--- config.mk ---
export PLATFORM = sky130hd
export DESIGN_NAME = rgb_to_yuv422_pixel_packer_unit
export DESIGN_NICKNAME = d
export VERILOG_FILES = /design/src/rtl/ryp_pkg.sv /design/src/rtl/ryp_front.sv /design/src/rtl/ryp_queue.sv /design/src/rtl/ryp_back.sv /design/src/rtl/rgb_to_yuv422_pixel_packer_unit.sv
export SDC_FILE = /design/constraint.sdc
export NUM_CORES = 2
export LEC_CHECK = 0
export BUFFER_PORTS_ARGS = -buffer_cell sky130_fd_sc_hd__buf_4
export CORE_MARGIN = 2
export CORE_UTILIZATION = 60
export CTS_CLUSTER_DIAMETER = 200
export DETAILED_ROUTE_END_ITERATION = 16
export PLACE_DENSITY_LB_ADDON = 0.25
export SYNTH_ARGS = -nofsm -noshare
export SYNTH_HDL_FRONTEND = slang
export SYNTH_SLANG_ARGS = --single-unit
--- constraint.sdc ---
create_clock -name clk -period 13 [get_ports clk]
set_input_delay 0.65 -clock clk [delete_from_list [all_inputs] [get_ports clk]]
set_output_delay 0.65 -clock clk [all_outputs]
set_load 0.01 [all_outputs]
--- src/rtl/ryp_pkg.sv ---
// Shared types, register codes and constants of the RGB to YUV 4:2:2 pixel packer.
`timescale 1ns / 1ps

package ryp_pkg;

    // Output packing codes held in the format register.
    localparam logic [2:0] FMT_YUY2   = 3'd0;
    localparam logic [2:0] FMT_UYVY   = 3'd1;
    localparam logic [2:0] FMT_RGB32  = 3'd2;
    localparam logic [2:0] FMT_RGB565 = 3'd3;
    localparam logic [2:0] FMT_RGB555 = 3'd4;

    // Configuration register indexes.
    localparam int CFG_ADDR_W = 3;
    localparam int CFG_DATA_W = 5;
    localparam logic [CFG_ADDR_W-1:0] REG_OUTPUT_FORMAT = 3'd0;
    localparam logic [CFG_ADDR_W-1:0] REG_RED_SHIFT     = 3'd1;
    localparam logic [CFG_ADDR_W-1:0] REG_GREEN_SHIFT   = 3'd2;
    localparam logic [CFG_ADDR_W-1:0] REG_BLUE_SHIFT    = 3'd3;
    localparam logic [CFG_ADDR_W-1:0] REG_RED_BITS      = 3'd4;
    localparam logic [CFG_ADDR_W-1:0] REG_GREEN_BITS    = 3'd5;
    localparam logic [CFG_ADDR_W-1:0] REG_BLUE_BITS     = 3'd6;

    // Component lanes.
    localparam int NUM_COMP = 3;
    localparam int COMP_R   = 0;
    localparam int COMP_G   = 1;
    localparam int COMP_B   = 2;

    // Widest component field that can be extracted.
    localparam int FIELD_W = 15;

    // Queue between front and back.
    localparam int QUEUE_DEPTH = 4;
    localparam int QPTR_W      = $clog2(QUEUE_DEPTH);
    localparam int QCNT_W      = $clog2(QUEUE_DEPTH + 1);

    // Q8 color coefficients and limits.
    localparam logic [16:0] COEF_Y_R  = 17'd74;
    localparam logic [16:0] COEF_Y_G  = 17'd151;
    localparam logic [16:0] COEF_Y_B  = 17'd36;
    localparam logic [16:0] COEF_U_R  = 17'd36;
    localparam logic [16:0] COEF_U_G  = 17'd74;
    localparam logic [16:0] COEF_U_B  = 17'd110;
    localparam logic [16:0] COEF_V_R  = 17'd92;
    localparam logic [16:0] COEF_V_G  = 17'd74;
    localparam logic [16:0] COEF_V_B  = 17'd18;
    localparam logic [16:0] CHROMA_OFS = 17'd32768;
    localparam logic [7:0]  Y_MAX      = 8'd235;
    localparam logic [7:0]  C_MAX      = 8'd240;

    // What the front decided for one accepted word.
    typedef enum logic [1:0] {
        KIND_DROP,
        KIND_HOLD,
        KIND_PAIR,
        KIND_EMIT
    } kind_t;

    // Configuration seen by the front and the back.
    typedef struct packed {
        logic [2:0]                fmt;
        logic [NUM_COMP-1:0][4:0]  shift;
        logic [NUM_COMP-1:0][3:0]  bits;
    } cfg_t;

    // Rounded-up 2^24 / (2^w - 1) for field widths up to eight bits.
    function automatic logic [24:0] recip_q24(input logic [3:0] w);
        logic [24:0] r;
        unique case (w)
            4'd1:    r = 25'd16777216;
            4'd2:    r = 25'd5592406;
            4'd3:    r = 25'd2396746;
            4'd4:    r = 25'd1118482;
            4'd5:    r = 25'd541201;
            4'd6:    r = 25'd266306;
            4'd7:    r = 25'd132105;
            4'd8:    r = 25'd65794;
            default: r = 25'd0;
        endcase
        return r;
    endfunction

endpackage

--- src/rtl/ryp_front.sv ---
// Front end: accepts pixel words and classifies them against the pair state.
`timescale 1ns / 1ps

module ryp_front import ryp_pkg::*; #(
    parameter int PIXEL_BITS = 32
) (
    input  logic                  clk,
    input  logic                  rst_n,
    input  cfg_t                  cfg,
    input  logic                  s_tvalid,
    output logic                  s_tready,
    input  logic [31:0]           s_tdata,     // pixel_word[31:0]
    input  logic                  s_tlast,
    input  logic                  q_full,
    output logic                  q_push,
    output logic [PIXEL_BITS-1:0] q_pix,
    output kind_t                 q_kind
);

    logic  pend_reg;
    logic  pend_next;
    logic  accept;
    kind_t kind;

    assign s_tready = !q_full;
    assign accept   = s_tvalid && s_tready;

    // Pairs: first held, second emits, lone tlast word dropped; RGB emits.
    always_comb
    begin
        kind      = KIND_DROP;
        pend_next = pend_reg;
        if (accept)
        begin
            unique case (cfg.fmt) inside
                FMT_YUY2, FMT_UYVY:
                begin
                    if (pend_reg)
                    begin
                        kind      = KIND_PAIR;
                        pend_next = 1'b0;
                    end
                    else if (!s_tlast)
                    begin
                        kind      = KIND_HOLD;
                        pend_next = 1'b1;
                    end
                end
                FMT_RGB32, FMT_RGB565, FMT_RGB555:
                begin
                    kind      = KIND_EMIT;
                    pend_next = 1'b0;
                end
                default:
                begin
                    pend_next = 1'b0;
                end
            endcase
        end
    end

    always_ff @(posedge clk or negedge rst_n)
    begin
        if (!rst_n)
        begin
            pend_reg <= 1'b0;
        end
        else
        begin
            pend_reg <= pend_next;
        end
    end

    // Dropped words never enter the queue.
    assign q_push = accept && (kind != KIND_DROP);
    assign q_pix  = s_tdata[PIXEL_BITS-1:0];
    assign q_kind = kind;

endmodule

--- src/rtl/ryp_queue.sv ---
// Short queue of classified pixel words between front and back.
`timescale 1ns / 1ps

module ryp_queue import ryp_pkg::*; #(
    parameter int PIXEL_BITS = 32
) (
    input  logic                  clk,
    input  logic                  rst_n,
    input  logic                  push,
    input  logic [PIXEL_BITS-1:0] push_pix,
    input  kind_t                 push_kind,
    input  logic                  pop,
    output logic                  full,
    output logic                  empty,
    output logic [PIXEL_BITS-1:0] head_pix,
    output kind_t                 head_kind
);

    logic [PIXEL_BITS-1:0] pix_reg  [QUEUE_DEPTH];
    kind_t                 kind_reg [QUEUE_DEPTH];
    logic [QPTR_W-1:0]     wr_ptr_reg;
    logic [QPTR_W-1:0]     wr_ptr_next;
    logic [QPTR_W-1:0]     rd_ptr_reg;
    logic [QPTR_W-1:0]     rd_ptr_next;
    logic [QCNT_W-1:0]     count_reg;
    logic [QCNT_W-1:0]     count_next;

    assign full      = (count_reg == QCNT_W'(QUEUE_DEPTH));
    assign empty     = (count_reg == '0);
    assign head_pix  = pix_reg[rd_ptr_reg];
    assign head_kind = kind_reg[rd_ptr_reg];

    // Pointer and fill count update.
    always_comb
    begin
        wr_ptr_next = push ? wr_ptr_reg + 1'b1 : wr_ptr_reg;
        rd_ptr_next = pop ? rd_ptr_reg + 1'b1 : rd_ptr_reg;
        count_next  = count_reg;
        if (push && !pop)
        begin
            count_next = count_reg + 1'b1;
        end
        else if (pop && !push)
        begin
            count_next = count_reg - 1'b1;
        end
    end

    always_ff @(posedge clk or negedge rst_n)
    begin
        if (!rst_n)
        begin
            wr_ptr_reg <= '0;
            rd_ptr_reg <= '0;
            count_reg  <= '0;
        end
        else
        begin
            wr_ptr_reg <= wr_ptr_next;
            rd_ptr_reg <= rd_ptr_next;
            count_reg  <= count_next;
        end
    end

    // Entry storage.
    always_ff @(posedge clk)
    begin
        if (push)
        begin
            pix_reg[wr_ptr_reg]  <= push_pix;
            kind_reg[wr_ptr_reg] <= push_kind;
        end
    end

endmodule

--- src/rtl/ryp_back.sv ---
// Back end: component scaling, color conversion, pairing and output packing.
`timescale 1ns / 1ps

module ryp_back import ryp_pkg::*; #(
    parameter int PIXEL_BITS = 32
) (
    input  logic                  clk,
    input  logic                  rst_n,
    input  cfg_t                  cfg,
    input  logic                  q_empty,
    input  logic [PIXEL_BITS-1:0] q_pix,
    input  kind_t                 q_kind,
    output logic                  q_pop,
    output logic                  m_tvalid,
    input  logic                  m_tready,
    output logic [31:0]           m_tdata      // out_word[31:0]
);

    // Pipeline advance: everything moves unless the output word is stuck.
    logic en;

    // Per-component width and mask.
    logic [3:0]  w    [NUM_COMP];
    logic [15:0] mask [NUM_COMP];
    logic        big  [NUM_COMP];

    // Stage 1: extracted fields.
    logic [31:0]        word32;
    logic [31:0]        shifted [NUM_COMP];
    logic [FIELD_W-1:0] c_next  [NUM_COMP];
    logic               s1_valid_reg;
    kind_t              s1_kind_reg;
    logic [FIELD_W-1:0] s1_c_reg [NUM_COMP];

    // Stage 2: both scaling paths.
    logic [15:0] xs     [NUM_COMP];
    logic [40:0] prod   [NUM_COMP];
    logic [22:0] xb     [NUM_COMP];
    logic [22:0] xb_sh  [NUM_COMP];
    logic [7:0]  a      [NUM_COMP];
    logic [15:0] sum_ab [NUM_COMP];
    logic [7:0]  qb_next [NUM_COMP];
    logic        s2_valid_reg;
    kind_t       s2_kind_reg;
    logic [7:0]  s2_qs_reg [NUM_COMP];
    logic [7:0]  s2_qb_reg [NUM_COMP];

    // Stage 3: color values and straight RGB packing.
    logic [7:0]  comp [NUM_COMP];
    logic [16:0] ysum;
    logic [16:0] usum;
    logic [16:0] vsum;
    logic [7:0]  y_next;
    logic [7:0]  u_next;
    logic [7:0]  v_next;
    logic [31:0] rgb_next;
    logic        s3_valid_reg;
    kind_t       s3_kind_reg;
    logic [7:0]  s3_y_reg;
    logic [7:0]  s3_u_reg;
    logic [7:0]  s3_v_reg;
    logic [31:0] s3_rgb_reg;

    // Pairing and output register.
    logic [8:0]  cu_sum;
    logic [8:0]  cv_sum;
    logic [7:0]  cu;
    logic [7:0]  cv;
    logic [31:0] out_word_next;
    logic        out_valid_next;
    logic        hold_en;
    logic        out_valid_reg;
    logic [31:0] out_word_reg;
    logic [7:0]  held_luma_reg;
    logic [7:0]  held_cb_reg;
    logic [7:0]  held_cr_reg;

    assign en       = !out_valid_reg || m_tready;
    assign q_pop    = en && !q_empty;
    assign m_tvalid = out_valid_reg;
    assign m_tdata  = out_word_reg;

    // A zero width reads as one bit; widths above eight take the long path.
    always_comb
    begin
        for (int i = 0; i < NUM_COMP; i++)
        begin
            w[i]    = (cfg.bits[i] == 4'd0) ? 4'd1 : cfg.bits[i];
            mask[i] = (16'd1 << w[i]) - 16'd1;
            big[i]  = (w[i] > 4'd8);
        end
    end

    // Field extraction; bits beyond the word read as zero.
    always_comb
    begin
        word32 = 32'(q_pix);
        for (int i = 0; i < NUM_COMP; i++)
        begin
            shifted[i] = word32 >> cfg.shift[i];
            c_next[i]  = shifted[i][FIELD_W-1:0] & mask[i][FIELD_W-1:0];
        end
    end

    // Scaling c*255/(2^w-1). Narrow fields use a reciprocal multiply; wide
    // fields split the dividend at bit w, which leaves one correction step.
    always_comb
    begin
        for (int i = 0; i < NUM_COMP; i++)
        begin
            xs[i]      = {s1_c_reg[i][7:0], 8'd0} - {8'd0, s1_c_reg[i][7:0]};
            prod[i]    = 41'(xs[i]) * 41'(recip_q24(w[i]));
            xb[i]      = {s1_c_reg[i], 8'd0} - {8'd0, s1_c_reg[i]};
            xb_sh[i]   = xb[i] >> w[i];
            a[i]       = xb_sh[i][7:0];
            sum_ab[i]  = 16'(a[i]) + 16'(xb[i][FIELD_W-1:0] & mask[i][FIELD_W-1:0]);
            qb_next[i] = a[i] + 8'(sum_ab[i] >= mask[i]);
        end
    end

    // Q8 color conversion. U and V sums never go negative for 8-bit inputs.
    always_comb
    begin
        for (int i = 0; i < NUM_COMP; i++)
        begin
            comp[i] = big[i] ? s2_qb_reg[i] : s2_qs_reg[i];
        end
        ysum = COEF_Y_R * 17'(comp[COMP_R]) + COEF_Y_G * 17'(comp[COMP_G])
             + COEF_Y_B * 17'(comp[COMP_B]);
        usum = CHROMA_OFS + COEF_U_B * 17'(comp[COMP_B])
             - COEF_U_R * 17'(comp[COMP_R]) - COEF_U_G * 17'(comp[COMP_G]);
        vsum = CHROMA_OFS + COEF_V_R * 17'(comp[COMP_R])
             - COEF_V_G * 17'(comp[COMP_G]) - COEF_V_B * 17'(comp[COMP_B]);
        y_next = (ysum[16:8] > 9'(Y_MAX)) ? Y_MAX : ysum[15:8];
        u_next = (usum[16:8] > 9'(C_MAX)) ? C_MAX : usum[15:8];
        v_next = (vsum[16:8] > 9'(C_MAX)) ? C_MAX : vsum[15:8];

        case (cfg.fmt)
            FMT_RGB565:
                rgb_next = {16'd0, comp[COMP_R][7:3], comp[COMP_G][7:2], comp[COMP_B][7:3]};
            FMT_RGB555:
                rgb_next = {17'd0, comp[COMP_R][7:3], comp[COMP_G][7:3], comp[COMP_B][7:3]};
            default:
                rgb_next = {8'd0, comp[COMP_R], comp[COMP_G], comp[COMP_B]};
        endcase
    end

    // Pair completion with truncated chroma average, or a straight RGB word.
    always_comb
    begin
        cu_sum = 9'(held_cb_reg) + 9'(s3_u_reg);
        cv_sum = 9'(held_cr_reg) + 9'(s3_v_reg);
        cu     = cu_sum[8:1];
        cv     = cv_sum[8:1];
        if (s3_kind_reg == KIND_PAIR)
        begin
            if (cfg.fmt == FMT_UYVY)
            begin
                out_word_next = {s3_y_reg, cv, held_luma_reg, cu};
            end
            else
            begin
                out_word_next = {cv, s3_y_reg, cu, held_luma_reg};
            end
        end
        else
        begin
            out_word_next = s3_rgb_reg;
        end
        out_valid_next = s3_valid_reg
                       && ((s3_kind_reg == KIND_PAIR) || (s3_kind_reg == KIND_EMIT));
        hold_en        = en && s3_valid_reg && (s3_kind_reg == KIND_HOLD);
    end

    // Control state of the pipeline.
    always_ff @(posedge clk or negedge rst_n)
    begin
        if (!rst_n)
        begin
            s1_valid_reg  <= 1'b0;
            s2_valid_reg  <= 1'b0;
            s3_valid_reg  <= 1'b0;
            out_valid_reg <= 1'b0;
            held_luma_reg <= 8'd0;
            held_cb_reg   <= 8'd0;
            held_cr_reg   <= 8'd0;
        end
        else
        begin
            if (en)
            begin
                s1_valid_reg  <= !q_empty;
                s2_valid_reg  <= s1_valid_reg;
                s3_valid_reg  <= s2_valid_reg;
                out_valid_reg <= out_valid_next;
            end
            if (hold_en)
            begin
                held_luma_reg <= s3_y_reg;
                held_cb_reg   <= s3_u_reg;
                held_cr_reg   <= s3_v_reg;
            end
        end
    end

    // Payload registers of the pipeline.
    always_ff @(posedge clk)
    begin
        if (en)
        begin
            s1_kind_reg  <= q_kind;
            s2_kind_reg  <= s1_kind_reg;
            s3_kind_reg  <= s2_kind_reg;
            s3_y_reg     <= y_next;
            s3_u_reg     <= u_next;
            s3_v_reg     <= v_next;
            s3_rgb_reg   <= rgb_next;
            out_word_reg <= out_word_next;
            for (int i = 0; i < NUM_COMP; i++)
            begin
                s1_c_reg[i]  <= c_next[i];
                s2_qs_reg[i] <= prod[i][31:24];
                s2_qb_reg[i] <= qb_next[i];
            end
        end
    end

endmodule

--- src/rtl/rgb_to_yuv422_pixel_packer_unit.sv ---
// Top level of the RGB to YUV 4:2:2 / RGB pixel packer.
//
// Channel  Direction  tdata                 tlast    Notes
// s_*      in         pixel_word[31:0]      row_end  source pixels
// m_*      out        out_word[31:0]        -        packed macropixel or RGB word
// cfg_*    in         cfg_wdata[4:0]        -        cfg_addr selects the register
//
// One word per cycle is taken while m_tready is high, and given in the RGB
// formats; each component owns one multiplier in the scaling stage, used once
// per word. An accepted word is written into the queue at its accepting edge
// and then passes the three back stages and the output register on its way to m_tvalid.
// Reset clears the pair state, the queue and all stage valids, and loads the
// registers with YUY2 and 8-bit fields at bit 16, 8 and 0.
// m_tready low with m_tvalid high freezes the back pipeline; the four-word queue then fills and
// s_tready drops only when it is full.
`timescale 1ns / 1ps

module rgb_to_yuv422_pixel_packer_unit import ryp_pkg::*; #(
    parameter int PIXEL_BITS = 32
) (
    input  logic                  clk,
    input  logic                  rst_n,
    input  logic                  s_tvalid,
    output logic                  s_tready,
    input  logic [31:0]           s_tdata,     // pixel_word[31:0]
    input  logic                  s_tlast,
    output logic                  m_tvalid,
    input  logic                  m_tready,
    output logic [31:0]           m_tdata,     // out_word[31:0]
    input  logic                  cfg_we,
    input  logic [CFG_ADDR_W-1:0] cfg_addr,
    input  logic [CFG_DATA_W-1:0] cfg_wdata
);

    cfg_t                  cfg_reg;
    logic                  q_full;
    logic                  q_empty;
    logic                  q_push;
    logic                  q_pop;
    logic [PIXEL_BITS-1:0] q_in_pix;
    kind_t                 q_in_kind;
    logic [PIXEL_BITS-1:0] q_head_pix;
    kind_t                 q_head_kind;

    // Configuration register file.
    always_ff @(posedge clk or negedge rst_n)
    begin
        if (!rst_n)
        begin
            cfg_reg.fmt           <= FMT_YUY2;
            cfg_reg.shift[COMP_R] <= 5'd16;
            cfg_reg.shift[COMP_G] <= 5'd8;
            cfg_reg.shift[COMP_B] <= 5'd0;
            cfg_reg.bits[COMP_R]  <= 4'd8;
            cfg_reg.bits[COMP_G]  <= 4'd8;
            cfg_reg.bits[COMP_B]  <= 4'd8;
        end
        else if (cfg_we)
        begin
            unique case (cfg_addr)
                REG_OUTPUT_FORMAT: cfg_reg.fmt           <= cfg_wdata[2:0];
                REG_RED_SHIFT:     cfg_reg.shift[COMP_R] <= cfg_wdata;
                REG_GREEN_SHIFT:   cfg_reg.shift[COMP_G] <= cfg_wdata;
                REG_BLUE_SHIFT:    cfg_reg.shift[COMP_B] <= cfg_wdata;
                REG_RED_BITS:      cfg_reg.bits[COMP_R]  <= cfg_wdata[3:0];
                REG_GREEN_BITS:    cfg_reg.bits[COMP_G]  <= cfg_wdata[3:0];
                REG_BLUE_BITS:     cfg_reg.bits[COMP_B]  <= cfg_wdata[3:0];
                default:           ;
            endcase
        end
    end

    ryp_front #(
        .PIXEL_BITS (PIXEL_BITS)
    ) u_front (
        .clk      (clk),
        .rst_n    (rst_n),
        .cfg      (cfg_reg),
        .s_tvalid (s_tvalid),
        .s_tready (s_tready),
        .s_tdata  (s_tdata),
        .s_tlast  (s_tlast),
        .q_full   (q_full),
        .q_push   (q_push),
        .q_pix    (q_in_pix),
        .q_kind   (q_in_kind)
    );

    ryp_queue #(
        .PIXEL_BITS (PIXEL_BITS)
    ) u_queue (
        .clk       (clk),
        .rst_n     (rst_n),
        .push      (q_push),
        .push_pix  (q_in_pix),
        .push_kind (q_in_kind),
        .pop       (q_pop),
        .full      (q_full),
        .empty     (q_empty),
        .head_pix  (q_head_pix),
        .head_kind (q_head_kind)
    );

    ryp_back #(
        .PIXEL_BITS (PIXEL_BITS)
    ) u_back (
        .clk      (clk),
        .rst_n    (rst_n),
        .cfg      (cfg_reg),
        .q_empty  (q_empty),
        .q_pix    (q_head_pix),
        .q_kind   (q_head_kind),
        .q_pop    (q_pop),
        .m_tvalid (m_tvalid),
        .m_tready (m_tready),
        .m_tdata  (m_tdata)
    );

endmodule

==> impl_metrics.ini <==
[finish]
nNetsFinal = 8272
final_util = 0.638
nFillCells = 8682
largest_reg_flops = 128
register_area_um2 = 11100
syn2layout_area_growth_pct = 5.67
multi_input_area_um2 = 44200
final-instance-count-excl-fill = 8209
layout-drive-gt1-share = 0.0692

[grt]
grt_pass1_vias = 50000
grt_max_degree = 70
grt_pass1_wl_um = 289000
grt_use_total = 0.359
antenna_found_initial = 2
grt_overflow_total = 0

[synth]
synth_top_family_by_area = adder cells
ys_types = 109
syn_area_per_cell_um2 = 8.97
ys.flop_type = edfxtp_1
synth-seq-cells = 381
synth-async-reset-ratio = 0.173
ys_seq_area_frac = 0.181
ys_warn_count = 0
yosys.area_share.simple = 0.134
yosysTopAreaCell = fa_1
synth.area.top_cells = fa_1 24%, edfxtp_1 15%, ha_1 14%
synth_cells = 6839
synth-compound-area-share = 0.109
synth_area_um2 = 61300
yosysTopAreaCellShare = 0.240
yosys.area_share.xor_xnor = 0.0375
synth.area.mux_share = 0.0585
synth_fa_ha_area_frac = 0.380
synth_edf_count = 315

[sta]
min_period_over_period = 0.724
slew_headroom = 0.190
rsz0062_at_grt = no
slew_viol_final = 0
min_period_ps = 9410
hold_violations = 0
fin_skew_ps = 41.4
setup_viol = 0
tightest_slew_ps = 1180
setup_tns_ps = 0
whs_ps = 242
fmax_ghz = 0.106

[setup_path]
timing.rr.end = u_back.s2_qs_reg[0][15]
cp-end-kind = flip-flop
crit_path_start = u_back.s1_c_reg[0][15]
worstPathMaxFanout = 20
r2r_setup_slack_ps = 3590
cpMaxStageDelayCell = edfxtp_1
cp_common_cell = fa_1
startpoint_type = flip-flop
crit_type = reg -> reg
rr_worst_depth = 27
cp_top_family = adder cells
cp_slowest_stage_delay_ps = 880
crit_required_ps = 13340
crit_arrival_ps = 9750
cp_num_buf_inv = 6
r2r-start = u_back.s1_c_reg[0][15]

[placed_design]
place.gp.congestion = 1.05
dp.cells = 8126
place_hpwl_um = 148000
port_buffers = 79

[cts]
cts_tree = done
clock_path_buffers = 3
clock-root-buffer = clkbuf_16
clk_latency_ps = 620
clkSlewWorstSetupHoldPaths_ps = 60
cts_resized = 0
cts-buffers-inserted = 44
htreeDepth = 2
cts.sinks = 381

[floorplanning]
start_util = 0.604
io_pins = 80
die_h_um = 324
dieArea_um2 = 105000
die_w_um = 324
coreArea_um2 = 102000
std_cell_rows = 117

[worst_hold_path]
hp-class = in -> reg
holdPathEnd = u_queue.pix_reg[2][7]
min_path_cells = 1
min_from = s_tdata[7]

[outcome]
status = finished clean

[route]
vias_per_cell = 6.03
vias = 49500
totalWireLength_um = 185000
ant_nets = 0
drc_errors = 0
drtIter0Drc = 5155
post_drt_wl_per_cell_um = 22.6
drt_pass1_iterations = 10

[run]
drv_cap = 0
-- area by class of cell --
type,instances,area share
clock buffer,56,0.0181
multi-input combinational,4875,0.682
tap,1368,0.0264
antenna,1,0.0000386
sequential,381,0.172
clock inverter,25,0.00467
inverter,1324,0.0767
timing repair buffer,179,0.0208
-- kinds of logic (layout without fill, tap and decap cells) --
logic type               Yosys count  in the layout
flip-flops                       381            381
AND/OR/NAND/NOR                 1880           1880
XOR/XNOR                         263            263
buffers and inverters           1591           1584
multiplexers                     272            272
AO/OA/AOI/OAI                   1029           1029
other                              1             10
adder cells (fa/ha/maj)         1422           1422
-- cell usage after synthesis, types with 41 or more instances --
library cell	n
mux4_2	61
a31oi_1	41
a21o_1	72
a21oi_1	278
nand2_1	664
inv_1	1301
o21ai_0	231
nor2_1	746
a211oi_1	61
mux2i_1	139
clkbuf_1	205
nand2b_1	55
nor3_1	110
xor2_1	82
fa_1	735
nand3_1	69
xnor2_1	181
ha_1	686
mux2_2	71
edfxtp_1	315
dfrtp_1	61
-- timing repair --
item / CTS / global route
buffers inserted: 0 / 0
hold buffers: 1 / 0
endpoints found under the hold margin: 25 / 0
-- placed cells by master, fill, tap and decap left out, types with 19 or more instances in the layout --
master     synthesis  layout
o21ai_0          231     231
and3_1            23      23
inv_1           1301    1301
a211oi_1          61      61
mux2_2            71      71
a21o_1            72      72
nor2_1           746     745
dfrtp_1           61      60
nor2b_1           33      33
fa_1             735     735
nand2_1          664     664
a21oi_1          278     277
nor4_1            22      22
o211ai_1          37      37
nand3_1           69      69
clkinv_1          17      20
o21bai_1          27      27
nand4_1           20      20
nor3_1           110     109
xor2_1            82      82
or3_1             19      19
nand2b_1          55      53
a31oi_1           41      41
mux4_2            61      61
mux2i_1          139     139
xnor2_1          181     181
o22ai_1           19      19
or2_2             22      22
buf_4              2     178
ha_1             686     686
edfxtp_1         315     315
clkbuf_16          0      44
o21a_1            33      33
and2_1            36      32
-- stage by stage --
step	setup WS, ps	instance area [um^2]
detailed placement	3820	63300
global placement	3890	63300
finish	3590	64800
global route	3190	64800
CTS	3750	64800
floorplan	5090	61400
-- worst register-to-register path: cells and delay by family (launching register included) --
family	cells	cell delay [ps]
fa+ha+maj	8	3180
buf+inv	6	1100
simple gates	5	1570
xor+xnor	2	570
flops	1	880
compound gates	6	1860
-- routing by layer --
layer,track usage,routed length [um]
met4,0.116,6740
met2,0.561,83100
met5,0,0
met1,0.504,77500
met3,0.0710,17800
-- worst max path at each step --
stage / end / slack, ps / depth (start not counted)
2_1_floorplan: u_back.s2_qs_reg[0][7] / 5090 / 28
3_3_place_gp: u_back.s2_qs_reg[0][15] / 3890 / 27
3_5_place_dp: u_back.s2_qs_reg[0][15] / 3820 / 27
4_1_cts: u_back.s2_qs_reg[0][15] / 3750 / 27
5_1_grt: u_back.s2_qs_reg[0][6] / 3190 / 27
6_report: u_back.s2_qs_reg[0][15] / 3590 / 27
Power is left out: the tool's default activity adds up to more than one toggle a clock period on the data nets, which glitch-free logic cannot reach.
